**config.mk**
```make
export PLATFORM = sky130hd
export DESIGN_NAME = command_frame_decoder
export DESIGN_NICKNAME = d
export VERILOG_FILES = /design/src/hdl/cfd_pkg.sv /design/src/hdl/command_frame_decoder.sv
export SDC_FILE = /design/constraint.sdc
export NUM_CORES = 1
export LEC_CHECK = 0
export ABC_CLOCK_PERIOD_IN_PS = 10200
export BUFFER_PORTS_ARGS = -buffer_cell sky130_fd_sc_hd__buf_2
export CORE_AREA = 2 2 176 213
export CTS_CLUSTER_DIAMETER = 60
export DETAILED_ROUTE_END_ITERATION = 16
export DIE_AREA = 0 0 178 215
export SLEW_MARGIN = 20
export SYNTH_ARGS = -nofsm -noshare
export SYNTH_HDL_FRONTEND = slang
export SYNTH_SLANG_ARGS = --single-unit
```
**constraint.sdc**
```tcl
create_clock -name clk -period 10.2 [get_ports clk]
set_clock_uncertainty 0.1 [all_clocks]
set_input_delay 0.51 -clock clk [delete_from_list [all_inputs] [get_ports clk]]
set_output_delay 0.51 -clock clk [all_outputs]
set_load 0.01 [all_outputs]
```
**src/hdl/cfd_pkg.sv**
```systemverilog
// Shared types and constants for the command frame decoder.
package cfd_pkg;

    localparam int FRAME_BYTES = 16;
    localparam int POS_W       = $clog2(FRAME_BYTES);
    localparam int FIELD_BYTES = 6;

    typedef logic [POS_W-1:0] pos_t;

    // Byte positions within a frame
    localparam pos_t POS_OPCODE      = POS_W'(5);
    localparam pos_t POS_FIELD_FIRST = POS_W'(6);
    localparam pos_t POS_FIELD_LAST  = POS_W'(11);
    localparam pos_t POS_SUM_TIME    = POS_W'(10);
    localparam pos_t POS_SUM_INFO    = POS_W'(12);
    localparam pos_t POS_SUM_LAST    = POS_W'(13);
    localparam pos_t POS_CHECK       = POS_W'(14);
    localparam pos_t POS_LAST        = POS_W'(FRAME_BYTES - 1);

    localparam logic [15:0] ASCII_ZERO = 16'd48;

    typedef enum logic [2:0] {
        ACT_NONE      = 3'd0,
        ACT_OPEN      = 3'd1,
        ACT_CLOSE     = 3'd2,
        ACT_TIME      = 3'd3,
        ACT_SCHEDULE  = 3'd4,
        ACT_DISABLE   = 3'd5,
        ACT_CHECK_BAD = 3'd6,
        ACT_UNKNOWN   = 3'd7
    } action_t;

    typedef logic [2:0] cfg_index_t;

    localparam cfg_index_t REG_DEVICE_ID      = 3'd0;
    localparam cfg_index_t REG_OPCODE_OPEN    = 3'd1;
    localparam cfg_index_t REG_OPCODE_CLOSE   = 3'd2;
    localparam cfg_index_t REG_OPCODE_TIME    = 3'd3;
    localparam cfg_index_t REG_OPCODE_INFO    = 3'd4;
    localparam cfg_index_t REG_OPCODE_DISABLE = 3'd5;
    localparam cfg_index_t REG_DISABLED_CODE  = 3'd6;

    localparam logic [7:0] OPCODE_OPEN_RST    = 8'd111;
    localparam logic [7:0] OPCODE_CLOSE_RST   = 8'd99;
    localparam logic [7:0] OPCODE_TIME_RST    = 8'd116;
    localparam logic [7:0] OPCODE_INFO_RST    = 8'd105;
    localparam logic [7:0] OPCODE_DISABLE_RST = 8'd100;

    // Schedule byte order, lowest first
    localparam int SCHED_UP_FREQ   = 2;
    localparam int SCHED_DOWN_FREQ = 5;

    typedef struct packed {
        logic [3:0] fill;
        logic [7:0] down_frequency;
        logic [7:0] down_minute;
        logic [7:0] down_hour;
        logic [7:0] up_frequency;
        logic [7:0] up_minute;
        logic [7:0] up_hour;
        logic [31:0] time_value;
        action_t    action;
        logic       addressed;
    } result_t;

endpackage

```
**src/hdl/command_frame_decoder.sv**
```systemverilog
// Command frame decoder: byte stream in, one decoded command per 16-byte frame out.

// Takes one decrypted frame byte per request on s_*, one every clock. Bytes 0-4
// fold into a decimal id compared with device_id, byte 5 is the opcode, bytes
// 6-11 are payload and byte 14 is the check byte. After byte 15 one result
// appears on m_* in the next cycle; other bytes give none. Only the last byte of a
// frame waits while an earlier result is still held and not taken, so the next
// frame streams in while a result waits. Configuration is written through cfg_*
// (always ready); the user must write only while no frame is in progress (unenforced).
module command_frame_decoder
    import cfd_pkg::*;
(
    input  logic        clk,
    input  logic        rst_n,
    input  logic        s_tvalid,
    output logic        s_tready,
    input  logic [7:0]  s_tdata,   // [7:0] frame_byte
    output logic        m_tvalid,
    input  logic        m_tready,
    // [0] addressed, [3:1] action, [35:4] time_value, [43:36] up_hour,
    // [51:44] up_minute, [59:52] up_frequency, [67:60] down_hour,
    // [75:68] down_minute, [83:76] down_frequency, [87:84] zero
    output logic [87:0] m_tdata,
    input  logic        cfg_valid,
    output logic        cfg_ready,
    input  cfg_index_t  cfg_index,
    input  logic [15:0] cfg_data
);

    logic [15:0] device_id_reg;
    logic [7:0]  opcode_open_reg, opcode_close_reg, opcode_time_reg;
    logic [7:0]  opcode_info_reg, opcode_disable_reg, disabled_code_reg;

    pos_t        pos_reg, pos_next;
    logic [15:0] id_reg, id_next;
    logic [7:0]  opcode_reg, opcode_next;
    logic [7:0]  field_reg [FIELD_BYTES];
    logic [7:0]  field_next [FIELD_BYTES];
    logic [7:0]  sum_all_reg, sum_all_next;
    logic [7:0]  sum_time_reg, sum_time_next;
    logic [7:0]  sum_info_reg, sum_info_next;
    logic [7:0]  check_reg, check_next;
    logic [7:0]  sched_reg [FIELD_BYTES];
    logic [7:0]  sched_next [FIELD_BYTES];

    logic        out_valid_reg;
    result_t     out_data_reg, result_next;

    logic        in_accept;
    logic        frame_end;
    logic        addressed;
    action_t     action;
    logic [31:0] time_value;

    assign cfg_ready = 1'b1;
    // only the byte that produces a result needs the result register free
    assign s_tready  = (pos_reg != POS_LAST) || !out_valid_reg || m_tready;
    assign in_accept = s_tvalid && s_tready;
    assign frame_end = in_accept && (pos_reg == POS_LAST);
    assign m_tvalid  = out_valid_reg;
    assign m_tdata   = out_data_reg;

    always_ff @(posedge clk or negedge rst_n)
    begin
        if (!rst_n)
        begin
            device_id_reg      <= '0;
            opcode_open_reg    <= OPCODE_OPEN_RST;
            opcode_close_reg   <= OPCODE_CLOSE_RST;
            opcode_time_reg    <= OPCODE_TIME_RST;
            opcode_info_reg    <= OPCODE_INFO_RST;
            opcode_disable_reg <= OPCODE_DISABLE_RST;
            disabled_code_reg  <= '0;
        end
        else if (cfg_valid && cfg_ready)
        begin
            unique case (cfg_index)
                REG_DEVICE_ID:      device_id_reg      <= cfg_data;
                REG_OPCODE_OPEN:    opcode_open_reg    <= cfg_data[7:0];
                REG_OPCODE_CLOSE:   opcode_close_reg   <= cfg_data[7:0];
                REG_OPCODE_TIME:    opcode_time_reg    <= cfg_data[7:0];
                REG_OPCODE_INFO:    opcode_info_reg    <= cfg_data[7:0];
                REG_OPCODE_DISABLE: opcode_disable_reg <= cfg_data[7:0];
                REG_DISABLED_CODE:  disabled_code_reg  <= cfg_data[7:0];
                default:            ;
            endcase
        end
    end

    // Per-byte state update and end-of-frame decode
    always_comb
    begin
        logic [7:0] b;
        b             = s_tdata;
        pos_next      = pos_reg;
        id_next       = id_reg;
        opcode_next   = opcode_reg;
        sum_all_next  = sum_all_reg;
        sum_time_next = sum_time_reg;
        sum_info_next = sum_info_reg;
        check_next    = check_reg;
        for (int k = 0; k < FIELD_BYTES; k++)
        begin
            field_next[k] = field_reg[k];
            sched_next[k] = sched_reg[k];
        end

        addressed  = (id_reg == device_id_reg);
        action     = ACT_NONE;
        time_value = '0;

        if (in_accept)
        begin
            pos_next = pos_reg + POS_W'(1);
            if (pos_reg < POS_OPCODE)
            begin
                // acc*10 = acc*8 + acc*2, all mod 2^16
                id_next = (id_reg << 3) + (id_reg << 1) + {8'd0, b} - ASCII_ZERO;
            end
            else if (pos_reg == POS_OPCODE)
            begin
                opcode_next = b;
            end
            else if (pos_reg <= POS_SUM_LAST)
            begin
                for (int k = 0; k < FIELD_BYTES; k++)
                begin
                    if (pos_reg == POS_FIELD_FIRST + POS_W'(k))
                        field_next[k] = b;
                end
                sum_all_next = sum_all_reg + b;
                if (pos_reg >= POS_SUM_TIME)
                    sum_time_next = sum_time_reg + b;
                if (pos_reg >= POS_SUM_INFO)
                    sum_info_next = sum_info_reg + b;
            end
            else if (pos_reg == POS_CHECK)
            begin
                check_next = b;
            end
        end

        if (frame_end)
        begin
            if (addressed)
            begin
                priority if (opcode_reg == opcode_open_reg)
                begin
                    action = (sum_all_reg == check_reg) ? ACT_OPEN : ACT_CHECK_BAD;
                end
                else if (opcode_reg == opcode_close_reg)
                begin
                    action = (sum_all_reg == check_reg) ? ACT_CLOSE : ACT_CHECK_BAD;
                end
                else if (opcode_reg == opcode_time_reg)
                begin
                    if (sum_time_reg == check_reg)
                    begin
                        action     = ACT_TIME;
                        time_value = {field_reg[3], field_reg[2], field_reg[1], field_reg[0]};
                    end
                    else
                    begin
                        action = ACT_CHECK_BAD;
                    end
                end
                else if (opcode_reg == opcode_info_reg)
                begin
                    if (sum_info_reg == check_reg)
                    begin
                        action = ACT_SCHEDULE;
                        for (int k = 0; k < FIELD_BYTES; k++)
                            sched_next[k] = field_reg[k];
                    end
                    else
                    begin
                        action = ACT_CHECK_BAD;
                    end
                end
                else if (opcode_reg == opcode_disable_reg)
                begin
                    if (sum_all_reg == check_reg)
                    begin
                        action = ACT_DISABLE;
                        sched_next[SCHED_UP_FREQ]   = disabled_code_reg;
                        sched_next[SCHED_DOWN_FREQ] = disabled_code_reg;
                    end
                    else
                    begin
                        action = ACT_CHECK_BAD;
                    end
                end
                else
                begin
                    action = ACT_UNKNOWN;
                end
            end

            // new frame
            pos_next      = '0;
            id_next       = '0;
            opcode_next   = '0;
            sum_all_next  = '0;
            sum_time_next = '0;
            sum_info_next = '0;
            check_next    = '0;
            for (int k = 0; k < FIELD_BYTES; k++)
                field_next[k] = '0;
        end

        result_next.fill           = '0;
        result_next.addressed      = addressed;
        result_next.action         = action;
        result_next.time_value     = time_value;
        result_next.up_hour        = sched_next[0];
        result_next.up_minute      = sched_next[1];
        result_next.up_frequency   = sched_next[2];
        result_next.down_hour      = sched_next[3];
        result_next.down_minute    = sched_next[4];
        result_next.down_frequency = sched_next[5];
    end

    always_ff @(posedge clk or negedge rst_n)
    begin
        if (!rst_n)
        begin
            pos_reg       <= '0;
            id_reg        <= '0;
            opcode_reg    <= '0;
            sum_all_reg   <= '0;
            sum_time_reg  <= '0;
            sum_info_reg  <= '0;
            check_reg     <= '0;
            out_valid_reg <= 1'b0;
            for (int k = 0; k < FIELD_BYTES; k++)
            begin
                field_reg[k] <= '0;
                sched_reg[k] <= '0;
            end
        end
        else
        begin
            pos_reg      <= pos_next;
            id_reg       <= id_next;
            opcode_reg   <= opcode_next;
            sum_all_reg  <= sum_all_next;
            sum_time_reg <= sum_time_next;
            sum_info_reg <= sum_info_next;
            check_reg    <= check_next;
            for (int k = 0; k < FIELD_BYTES; k++)
            begin
                field_reg[k] <= field_next[k];
                sched_reg[k] <= sched_next[k];
            end
            if (frame_end)
                out_valid_reg <= 1'b1;
            else if (m_tready)
                out_valid_reg <= 1'b0;
        end
    end

    always_ff @(posedge clk)
    begin
        if (frame_end)
            out_data_reg <= result_next;
    end

`ifndef SYNTHESIS
    a_result_after_last: assert property (@(posedge clk) disable iff (!rst_n)
        frame_end |=> (m_tvalid && pos_reg == '0))
        else $error("no result or no restart after the last frame byte");

    a_not_addressed: assert property (@(posedge clk) disable iff (!rst_n)
        (m_tvalid && !out_data_reg.addressed) |->
            (out_data_reg.action == ACT_NONE && out_data_reg.time_value == '0))
        else $error("result not addressed but carries an action");

    a_time_only_for_set: assert property (@(posedge clk) disable iff (!rst_n)
        (m_tvalid && out_data_reg.action != ACT_TIME) |-> (out_data_reg.time_value == '0))
        else $error("time value given for an action other than set time");

    a_no_overwrite: assert property (@(posedge clk) disable iff (!rst_n)
        (m_tvalid && !m_tready) |-> !frame_end)
        else $error("pending result overwritten");
`endif

endmodule

```
======== Yosys cells after proc, flatten, opt, wreduce, memory -nomap -nowiden ========
Index checks and enable logic that the tools add are counted.
operators by class
  add/subtract/negate cells ............... 7
  $mul .................................... 0
  divide/modulo/power cells ............... 0
  magnitude comparators ................... 4
  equality and inequality tests ........... 28
  shift operators ......................... 0
  muxes and demuxes ....................... 69
  bitwise operators ....................... 3
  reduce and logical (&&, ||, !) cells .... 40
operators by type and width
  operator                                                    count
  2-to-1 mux 48 bit                                           11
  2-to-1 mux 8 bit                                            39
  2-to-1 mux 16 bit                                           5
  == test 8 bit                                               8
  AND reduction 5 bit                                         9
  nonzero test 2 bit                                          14
  adder 8 bit                                                 3
  == test 4 bit, second input constant                        6
  2-to-1 mux 3 bit                                            8
  adder 16 bit                                                1
  adder 16 x 8 -> 16 bit                                      1
  == test 16 bit                                              1
  AND reduction 2 bit                                         8
  subtractor 16 x 6 -> 16 bit, second input constant          1
  == test 4 x 3 -> 1 bit, second input constant               3
  == test 3 bit, second input constant                        3
  >= comparator 4 bit, second input constant                  2
  2-to-1 mux 4 bit                                            2
  == test 3 x 2 -> 1 bit, second input constant               2
  inequality test 2 bit, second input constant                3
  OR reduction 5 bit                                          1
  adder 4 x 1 -> 4 bit, second input constant                 1
  less-or-equal comparator 4 bit, second input constant       1
  less-than comparator 4 x 3 -> 1 bit, second input constant  1
  other kinds (11)                                            17
storage, ports and cells
  bits in registers ....................... 305
  bits in latches ......................... 0
  memory bits (writable) .................. 0
  memory bits (read-only) ................. 0
  output and inout port bits .............. 91
  memories kept ........................... 0

======== Depth between registers and ports, before layout ========
Gate-level depths: netlist of the first run.
  depth after elaboration ................. 9
  depth in mapped cells ................... 12

======== Least setup slack after synthesis of the first run ========
No wires, ideal clock.
  kind .................................... flip-flop to flip-flop
  from .................................... register pos_reg[0]
  to ...................................... register sum_all_reg[2]
  setup time .............................. 0.264 ns
  data arrival time ....................... 4.041 ns
  slack ................................... 5.795 ns
  stages on the path, launching flop included .. 8
  buffers on the path ..................... 2
  cells stage by stage .................... dfrtp_1 -> ha_1 -> clkbuf_1 -> and3_1 -> nand3_1 -> clkinv_1 -> buf_1 -> o41ai_1
between the ends
  word-level cells in the longest chain between the ends .. 7
  elaborated cells between the ends (all ways) .. 15
  classes of those cells .................. 2 x order compare; 5 x eq/ne; 1 x mux; 7 x reduce/logical
ends and longest elaborated chain
  element                                                                              RTL line                      source
  from (decl)                                                                          command_frame_decoder.sv:34   pos_t pos_reg, pos_next;
  from (signal assigned)                                                               command_frame_decoder.sv:243  pos_reg <= pos_next;
  inequality test 4 bit                                                                command_frame_decoder.sv:57   assign s_tready = (pos_reg != POS_LAST) || !out_valid_reg || m_tready;
  logical OR 1 bit (2 in series)                                                       command_frame_decoder.sv:57
  logical AND 1 bit                                                                    command_frame_decoder.sv:58   assign in_accept = s_tvalid && s_tready;
  logical AND 1 bit (*)                                                                command_frame_decoder.sv:59   assign frame_end = in_accept && (pos_reg == POS_LAST);
  net frame_end                                                                        command_frame_decoder.sv:50   logic frame_end;
  inequality test 2 bit (no source line) / nonzero test 2 bit (equally long branches)  --
  AND reduction 4 bit (no source line)                                                 --
  to (signal assigned)                                                                 command_frame_decoder.sv:246  sum_all_reg <= sum_all_next;
  to (decl)                                                                            command_frame_decoder.sv:39   logic [7:0] sum_all_reg, sum_all_next;
Mark *: on every way through the listed nets, which the timed path passes. The rest lies on a longest branch.
A chain may end at the register's enable or synchronous reset.

==> reports/results.tsv, run 1 <==
metric	value	unit
run_status	finished clean	
floorplan.rows	77	
async_flop_share	72.5	%
arrival	4.01	ns
clockBufferDepth	3	
finalCritPeriodShare	37.9	%
cts.htree.levels	2	
cp_max_fo	32	
wirelength	33100	um
clock_latency	0.52	ns
first_pass_iters	5	
die_y	215	um
antenna_found_initial	0	
synthSimpleGateAreaFrac	8.42	%
drt_iter0_drc	539	
vias_per_cell	5.17	
min_from	cfg_data[15]	
worstPathCellList	xnor2_1 > nand4_1 > nor4_4 > nand3_2 > mux2_1	
grt_pass1_vias	9207	
endpoint_kind	flip-flop	
drive_above_1_share	27.5	%
setup-tns-final	0	ns
max_cap_violations	0	
synth_xor_area_share	6.23	%
syn-instance-count	1133	
cts_buffers	35	
diodes	0	
ys_seq_area_share	56.3	%
max_slew.worst_pin.slew	1.16	ns
dieArea	0.0383	mm2
grt_setup_unrepaired	false	
syn-cell-area	0.0143	mm2
clk_pin_slew	0.06	ns
synth.yosys.warnings	0	
min_period	3.86	ns
cts_root_buf	clkbuf_16	
synth_top_family_by_area	multiplexers	
p_leak	7.30	nW
slew_headroom	22.2	%
overflow	0	
power_density	290	mW/mm2
layout.nets	1355	
gp_congestion	0.817	
post_cts_buffers	0	
critical_path_class	flip-flop to flip-flop	
critPathBufInv	0	
wl_per_cell	18.9	um
avgSynthCellArea	12.7	um2
hold_viol	0	
cpMaxStageDelayCell	nand3_2	
setup_violations	0	
cts_tree	yes	
area_growth	15.6	%
synth_edf_count	84	
cp_data_required_time	10.35	ns
post_cts_resize_count	0	
critPathMaxStageDelay	0.99	ns
fmaxAchievable	0.259	GHz
pin_count	123	
clock_sinks	305	
start_kind	flip-flop	
synth.distinct_cells	60	
cts_hold_buf	1	
die_w	178	um
ir_worst_vdd	215	uV
vias	9085	
whs	0.120	ns
start_util	39.5	%
final_antenna_net_count	0	
synth_ff_type	dfrtp_1	
dp_hpwl	23200	um
portBuffers	117	
grt_use_total	17.5	%
crit_family	simple AND/OR/NAND/NOR gates	
largest_register_ffs	84	
grt_pass1_wl	52300	um
synth_compound_area_share	7.65	%
reg2reg_from	opcode_reg[6]	
worst_hold_path_type	input port to flip-flop	
core_area	0.0363	mm2
grt_max_degree	104	
slew_viol_final	0	
synthMuxAreaShare	11.6	%
synth_seq_cells	305	
worstSetupStartpoint	opcode_reg[6]	
synthAdderAreaFrac	6.40	%
drc	0	
[cell type report]
| type | instances | area, um2 |
|---|---|---|
| Clock buffer | 50 | 1000 |
| Clock inverter | 14 | 149 |
| Fill cell | 3325 | 19700 |
| Inverter | 65 | 246 |
| Multi-Input combinational cell | 718 | 5800 |
| Sequential cell | 305 | 8080 |
| Tap cell | 474 | 593 |
| Timing Repair Buffer | 130 | 699 |
[power breakdown]
group          internal (mW)  switching, mW
registers               1.54          0.284
clock network          0.744          0.503
logic                  0.823          0.920
total                   3.11           1.71
[synthesized netlist by cell type, types with 6 or more instances]
master | instances | share of area [%]
o41ai_1 | 11 | 0.67
ha_1 | 59 | 5.1
and3_1 | 34 | 1.5
mux2_2 | 141 | 11
dfstp_2 | 21 | 3.8
xor2_1 | 43 | 2.6
inv_1 | 64 | 1.7
xnor2_1 | 59 | 3.6
o21a_1 | 13 | 0.68
nand4_1 | 14 | 0.61
nand2b_1 | 6 | 0.26
a22oi_1 | 17 | 0.89
o31ai_1 | 8 | 0.42
nor2_1 | 34 | 0.89
nand2_1 | 63 | 1.6
clkbuf_1 | 27 | 0.71
dfrtp_1 | 200 | 35
buf_4 | 12 | 0.63
a21oi_1 | 17 | 0.59
fa_1 | 9 | 1.3
o21ai_0 | 53 | 1.8
edfxtp_1 | 84 | 18
nor4_1 | 8 | 0.35
o2bb2ai_1 | 16 | 0.98
nor2b_1 | 7 | 0.31
nor3_1 | 20 | 0.70
nand3_1 | 27 | 0.94
[per-stage QoR]
step	total power, mW	setup WS (ns)	utilization [%]	cells	area (um2)
after floorplan	3.15	5.79	-	1136	14400
after global placement	3.55	6.31	42.4	1690	15400
after detailed placement	3.60	6.27	42.4	1690	15400
after CTS	4.86	6.27	45.6	1755	16600
after global routing	5.17	6.00	45.6	1756	16600
final	4.81	6.34	45.6	1756	16600
[logic make-up (layout without fill, tap and decap cells)]
kind of cell | after synthesis | count (layout)
flops | 305 | 305
simple gates | 233 | 233
compound gates | 162 | 162
mux | 148 | 148
buf+inv | 113 | 259
xor+xnor | 102 | 102
fa+ha+maj | 68 | 68
other cells | 2 | 5
[layout by cell type, fill, tap and decap left out, drive strengths merged, types with 16 or more instances in the layout]
master | Yosys | routed
o2bb2ai | 16 | 16
xor2 | 43 | 43
clkbuf | 27 | 50
mux2 | 144 | 144
inv | 64 | 68
xnor2 | 59 | 59
and3 | 34 | 34
edfxtp | 84 | 84
nor3 | 20 | 20
dfstp | 21 | 21
buf | 21 | 129
dfrtp | 200 | 200
ha | 59 | 59
a21oi | 18 | 18
nor2 | 34 | 34
nand2 | 63 | 63
o21ai | 53 | 53
a22oi | 17 | 17
nand3 | 28 | 28
[metal layers]
metal	vias to the layer above	global-route usage [%]	share of wire [%]
li1	4308	-	-
met1	4505	22.6	44
met2	205	29.6	49
met3	67	2.49	3.7
met4	0	7.13	4.0
met5	-	0	0
[path summary, 6_finish.rpt]
kind	endpoint	slack, ns	depth (start not counted)
worst max-delay path	m_tdata[74]	6.34	5
worst min-delay path	device_id_reg[15]	0.12	2
max in group asynchronous	id_reg[14]	8.04	3
min in group asynchronous	sched_reg[44]	0.52	2
worst max register to register	m_tdata[74]	6.34	5
worst min register to register	sched_reg[13]	0.39	1
Note: power is estimated with default switching activity, not from simulation.
==> run 2, diff against run 1 <==
ABC_CLOCK_PERIOD_IN_PS = 3900   (was 10200)
clock period = 3.9 ns   (was 10.2 ns; I/O delays follow)
==> reports/results.tsv, run 2 (synthesis results as in run 1) <==
metric	value	unit	change
core_area	0.0363	mm2	unchanged
run_status	finished clean		
start_kind	flip-flop		
whs	0.0281	ns	-0.0922 ns
dieArea	0.0383	mm2	unchanged
postLayoutCellArea	0.0169	mm2	+1.8%
antenna_found_initial	0		unchanged
power_density	743	mW/mm2	+160%
die_y	215	um	unchanged
cts_buffers	31		-11%
wl_met3	1290	um	+6.3%
die_w	178	um	unchanged
worst_hold_path_type	input port to flip-flop		
endpoint_kind	flip-flop		
largest_register_ffs	84		unchanged
cts_tree	yes		
fmaxAchievable	0.307	GHz	+19%
cp_data_required_time	4.24	ns	-6.11 ns
final_common_cell	dfrtp_1		
area_growth	17.6	%	
cts_root_buf	clkbuf_16		
finalCritPeriodShare	83.4	%	+46 points
drt_iter0_drc	407		-24%
final_antenna_net_count	0		unchanged
p_total	12.5	mW	+160%
wl_met1	14200	um	-1.5%
grt_pass1_vias	9069		-1.5%
cp_max_fo	4		-88%
post_cts_buffers	0		unchanged
wirelength	32500	um	-1.8%
floorplan.rows	77		unchanged
dp_hpwl	22800	um	-2.0%
clock_sinks	305		unchanged
grt_max_degree	110		+5.8%
grt_pass1_wl	51500	um	-1.4%
routed.top_layer	met4		
pin_count	123		unchanged
setup_violations	0		unchanged
slew_viol_final	0		unchanged
setup-tns-final	0	ns	unchanged
cts.htree.levels	1		-1
vias_per_cell	5.16		-0.33%
first_pass_iters	4		-1
drc	0		unchanged
max_cap_violations	0		unchanged
portBuffers	117		unchanged
drive_above_1_share	27.3	%	-0.20 points
grt_use_total	17.2	%	-0.35 points
arrival	3.60	ns	-0.41 ns
final_cell_mix	dfrtp_1, mux2_2, buf_2, edfxtp_1, inv_1		
p_leak	7.41	nW	+1.5%
grt_setup_unrepaired	false		
ir_worst_vdd	540	uV	+150%
slew_headroom	36.3	%	+14 points
dr_wl_met2	16000	um	-1.3%
wl_per_cell	18.3	um	-3.1%
layout.nets	1381		+1.9%
postPlaceCellArea	0.0155	mm2	+0.46%
diodes	0		unchanged
clk_pin_slew	0.07	ns	about the same
clockBufferDepth	3		unchanged
max_slew.worst_pin.slew	0.955	ns	-0.208 ns
min_period	3.25	ns	-0.611 ns
vias	9179		+1.0%
critical_path_class	flip-flop to flip-flop		
hold_viol	0		unchanged
overflow	0		unchanged
clock_latency	0.57	ns	+0.05 ns
gp_congestion	0.831		+1.7%
post_cts_resize_count	0		unchanged
start_util	39.5	%	unchanged
run 2: power breakdown:
part           switching (mW)  internal (mW)  leakage, nW
Sequential              0.789           4.02         3.52
Clock                    1.26           2.00        0.539
Combinational            2.29           2.17         3.34
Total                    4.34           8.19         7.41
run 2: critical path, stage by stage (launching register included):
cell and delay [ns]:
dfrtp_1 0.40, inv_1 0.08, fa_1 0.50, inv_1 0.04, ha_1 0.27, ha_1 0.23
fa_1 0.46, a21oi_1 0.30, o211a_1 0.23, o2111ai_1 0.12, a21oi_1 0.19, xnor2_1 0.13
o21ai_0 0.08
run 2: final cells by class:
cell class                      count  area, um2
Multi-Input combinational cell    718       5810
Clock buffer                       35        801
Timing Repair Buffer              160       1010
Tap cell                          474        593
Fill cell                        3309      19500
Sequential cell                   305       8080
Inverter                           65        246
Clock inverter                     23        328
run 2: metrics by stage:
stage,setup WS [ns],utilization [%],cells
2_1_floorplan,0.807,-,1136
3_3_place_gp,0.576,42.6,1695
3_5_place_dp,0.551,42.6,1695
4_1_cts,0.568,46.4,1779
5_1_grt,0.383,46.4,1780
6_report,0.646,46.4,1780
run 2: routing by layer:
layer,track usage (%),vias up
met5,0,-
met4,6.20,0
met3,1.91,66
met2,28.8,216
met1,22.9,4560
li1,-,4337
run 2: worst paths after layout:
| kind | startpoint | endpoint | slack [ns] | depth (start not counted) |
|---|---|---|---|---|
| setup reg to reg | id_reg[0] | id_reg[15] | 0.65 | 12 |
| hold / removal | s_tdata[3] | field_reg[3] | 0.03 | 3 |
| hold reg to reg | sched_reg[13] | sched_reg[13] | 0.39 | 1 |
| min in group asynchronous | rst_n | sched_reg[45] | 0.18 | 2 |
| setup / recovery | id_reg[0] | id_reg[15] | 0.65 | 12 |
| max in group asynchronous | rst_n | opcode_disable_reg[2] | 2.47 | 3 |
run 2: timing repair:
| action | CTS | global route |
|---|---|---|
| hold endpoints to repair | 178 | 0 |
| hold buffers | 26 | 0 |
| setup endpoints to repair | 0 | 0 |
==> run 3, diff against run 2 <==
ABC_AREA = 1   (was not set)
ABC_CLOCK_PERIOD_IN_PS = 3280   (was 3900)
CORE_AREA = 2 2 178 215   (was 2 2 176 213)
DIE_AREA = 0 0 180 217   (was 0 0 178 215)
clock period = 3.28 ns   (was 3.9 ns; I/O delays follow)
==> reports/results.tsv, run 3 <==
metric	value	unit	change
cts.htree.levels	2		+1
layout.nets	1832		+33%
cts_tree	yes		
post_cts_resize_count	0		unchanged
regArea	0.00808	mm2	unchanged
post-place-ws	0.372	ns	-0.179 ns
p_seq_share	36.7	%	-1.7 points
clockBufferDepth	3		unchanged
hold_viol	1		+1
comb_power_share	37.7	%	+2.1 points
switching_share	37.8	%	+3.2 points
slew_headroom	30.2	%	-6.1 points
multi_input_area	0.00552	mm2	-5.0%
slew_viol_final	0		unchanged
vias	10700		+17%
final_common_cell	nand2_1		
power.internal	9.34	mW	+14%
core_area	0.0372	mm2	+2.4%
worst_hold_path_type	input port to flip-flop		
whs	-0.000435	ns	-0.0285 ns
die_w	180	um	+1.1%
cts_buffers	35		+13%
clock_power_share	25.7	%	-0.3 points
synth_area_leader_cell	dfrtp_1		
ir_worst_vdd	795	uV	+47%
r2r_cells	15		+3
dieArea	0.0391	mm2	+2.1%
floorplan.rows	78		+1.3%
min_to	disabled_code_reg[7]		
grtUsageMet2	29.8	%	+1.0 points
antenna_found_initial	1		+1
use_met1	23.4	%	+0.50 points
clock_sinks	305		unchanged
wl_per_cell	15.2	um	-17%
p_leak	8.33	nW	+12%
synth.distinct_cells	39		-35%
synth_seq_cells	305		unchanged
rrSetupSlack	0.36	ns	-0.29 ns
fillerInstances	3609		+9.1%
arrival	3.24	ns	-0.36 ns
grt_max_degree	96		-13%
critical_path_class	flip-flop to flip-flop		
diodes	0		unchanged
reg2reg_from	id_reg[0]		
clock_latency	0.52	ns	-0.05 ns
drt_iter0_drc	646		+59%
fin_ws	0.357	ns	-0.290 ns
start_util	39.3	%	-0.14 points
final_antenna_net_count	0		unchanged
avgSynthCellArea	9.16	um2	-28%
drc	0		unchanged
min_from	cfg_data[7]		
endpoint_kind	flip-flop		
cp_data_required_time	3.60	ns	-0.64 ns
vias_per_cell	4.79		-7.1%
grt.busiest_layer	met2		
setup_violations	0		unchanged
run_status	finished, violations left		
setup-tns-final	0	ns	unchanged
netlist.area_leader.share	34.2	%	-0.69 points
synth_edf_count	84		unchanged
fmaxAchievable	0.342	GHz	+11%
grt_setup_unrepaired	false		
synth_area_leaders	dfrtp_1, edfxtp_1, nand2_1, o21ai_0, ha_1		
max_cap_violations	0		unchanged
final_cell_mix	nand2_1, dfrtp_1, inv_1, o21ai_0, buf_2		
wirelength	34000	um	+4.5%
use_met3	2.63	%	+0.72 points
violations	hold timing		
synth_most_common_cell	nand2_1		
async_flop_share	72.5	%	unchanged
power_density	887	mW/mm2	+19%
overflow	0		unchanged
cts_root_buf	clkbuf_16		
grt_pass1_wl	55900	um	+8.6%
p_switching	5.69	mW	+31%
start_kind	flip-flop		
largest_register_ffs	84		unchanged
syn-cell-area	0.0146	mm2	+2.0%
syn-instance-count	1597		+41%
pin_count	123		unchanged
grt_use_total	17.8	%	+0.56 points
min_period	2.92	ns	-0.330 ns
area_growth	15.8	%	
gp_congestion	0.894		+7.6%
post_cts_buffers	0		unchanged
drive_above_1_share	14.3	%	-13 points
synth.yosys.warnings	0		unchanged
dp_hpwl	24000	um	+5.4%
r2r_end	id_reg[15]		
first_pass_iters	5		+1
finalCritPeriodShare	89.1	%	+5.7 points
cp_max_fo	4		unchanged
max_slew.worst_pin.slew	1.05	ns	+0.0910 ns
holdPathStages	3		unchanged
grt_pass1_vias	10600		+17%
synth_ff_type	dfrtp_1		
clk_pin_slew	0.06	ns	about the same
synth_common_cells	nand2_1, dfrtp_1, inv_1		
portBuffers	117		unchanged
ys_seq_area_share	55.2	%	-1.1 points
die_y	217	um	+0.93%
## run 3: through the flow
step,cells,hold slack [ns],area (um2),utilization (%),power [mW]
2_1_floorplan,1600,-0.232,14600,-,9.87
3_3_place_gp,2158,0.141,15600,42.0,11.1
4_1_cts,2238,0.00844,16900,45.6,15.2
6_report,2238,-0.000435,16900,45.6,15.0
3_5_place_dp,2158,0.164,15600,42.0,11.2
5_1_grt,2238,0.0396,16900,45.6,16.3
## run 3: what timing repair did
item                       in CTS  in global routing
setup endpoints to repair       0                  0
hold endpoints to repair      116                  0
hold buffers                   17                  0
## run 3: worst max-delay path: stages (launching register included)
cell     delay, ns
dfrtp_1       0.41
inv_2         0.06
fa_1          0.50
inv_1         0.04
ha_1          0.26
ha_1          0.22
fa_1          0.46
nand3_1       0.09
nand2_1       0.11
nand2_1       0.08
nand3_1       0.09
nand2_1       0.08
nand3_1       0.08
nand2_1       0.07
nand2_1       0.04
o21ai_0       0.14
## run 3: worst max path at each step
stage,from,slack (ns),to,cells after the start
floorplan,pos_reg[0],0.37,m_tdata[36],11
CTS,id_reg[0],0.34,id_reg[15],15
global placement,id_reg[0],0.40,id_reg[15],15
detailed placement,id_reg[0],0.37,id_reg[15],15
global route,id_reg[0],0.11,id_reg[15],15
finish,id_reg[0],0.36,id_reg[15],15
## run 3: cell families (layout without fill, tap and decap cells)
| group | after synthesis | in the layout | share of synthesized area, % |
|---|---|---|---|
| other | 2 | 5 | 0.0513 |
| buffers and inverters | 243 | 401 | 7.08 |
| XOR/XNOR | 68 | 68 | 4.07 |
| adder cells (fa/ha/maj) | 68 | 68 | 6.28 |
| flip-flops | 305 | 305 | 55.2 |
| AND/OR/NAND/NOR | 664 | 664 | 18.1 |
| AO/OA/AOI/OAI | 247 | 247 | 9.14 |
## run 3: area by class of cell
type,instances,share of cell area [%]
Multi-Input combinational cell,1052,32.6
Tap cell,480,3.54
Sequential cell,305,47.7
Timing Repair Buffer,147,5.17
Inverter,191,4.25
Clock buffer,42,5.50
Clock inverter,21,1.25
## run 3: power by group through the flow
| stage | registers [mW] | logic, mW | clock network (mW) |
|---|---|---|---|
| after global routing | 5.62 | 6.62 | 4.10 |
| after global placement | 5.55 | 5.55 | 0 |
| after floorplan | 5.29 | 4.58 | 0 |
| after CTS | 5.51 | 5.71 | 3.95 |
| final | 5.51 | 5.66 | 3.86 |
| after detailed placement | 5.57 | 5.65 | 0 |
## run 3: routing by layer
metal	up-vias	wire length, um
met4	0	1030
li1	5375	-
met5	-	0
met3	62	1490
met1	5062	15200
met2	221	16300
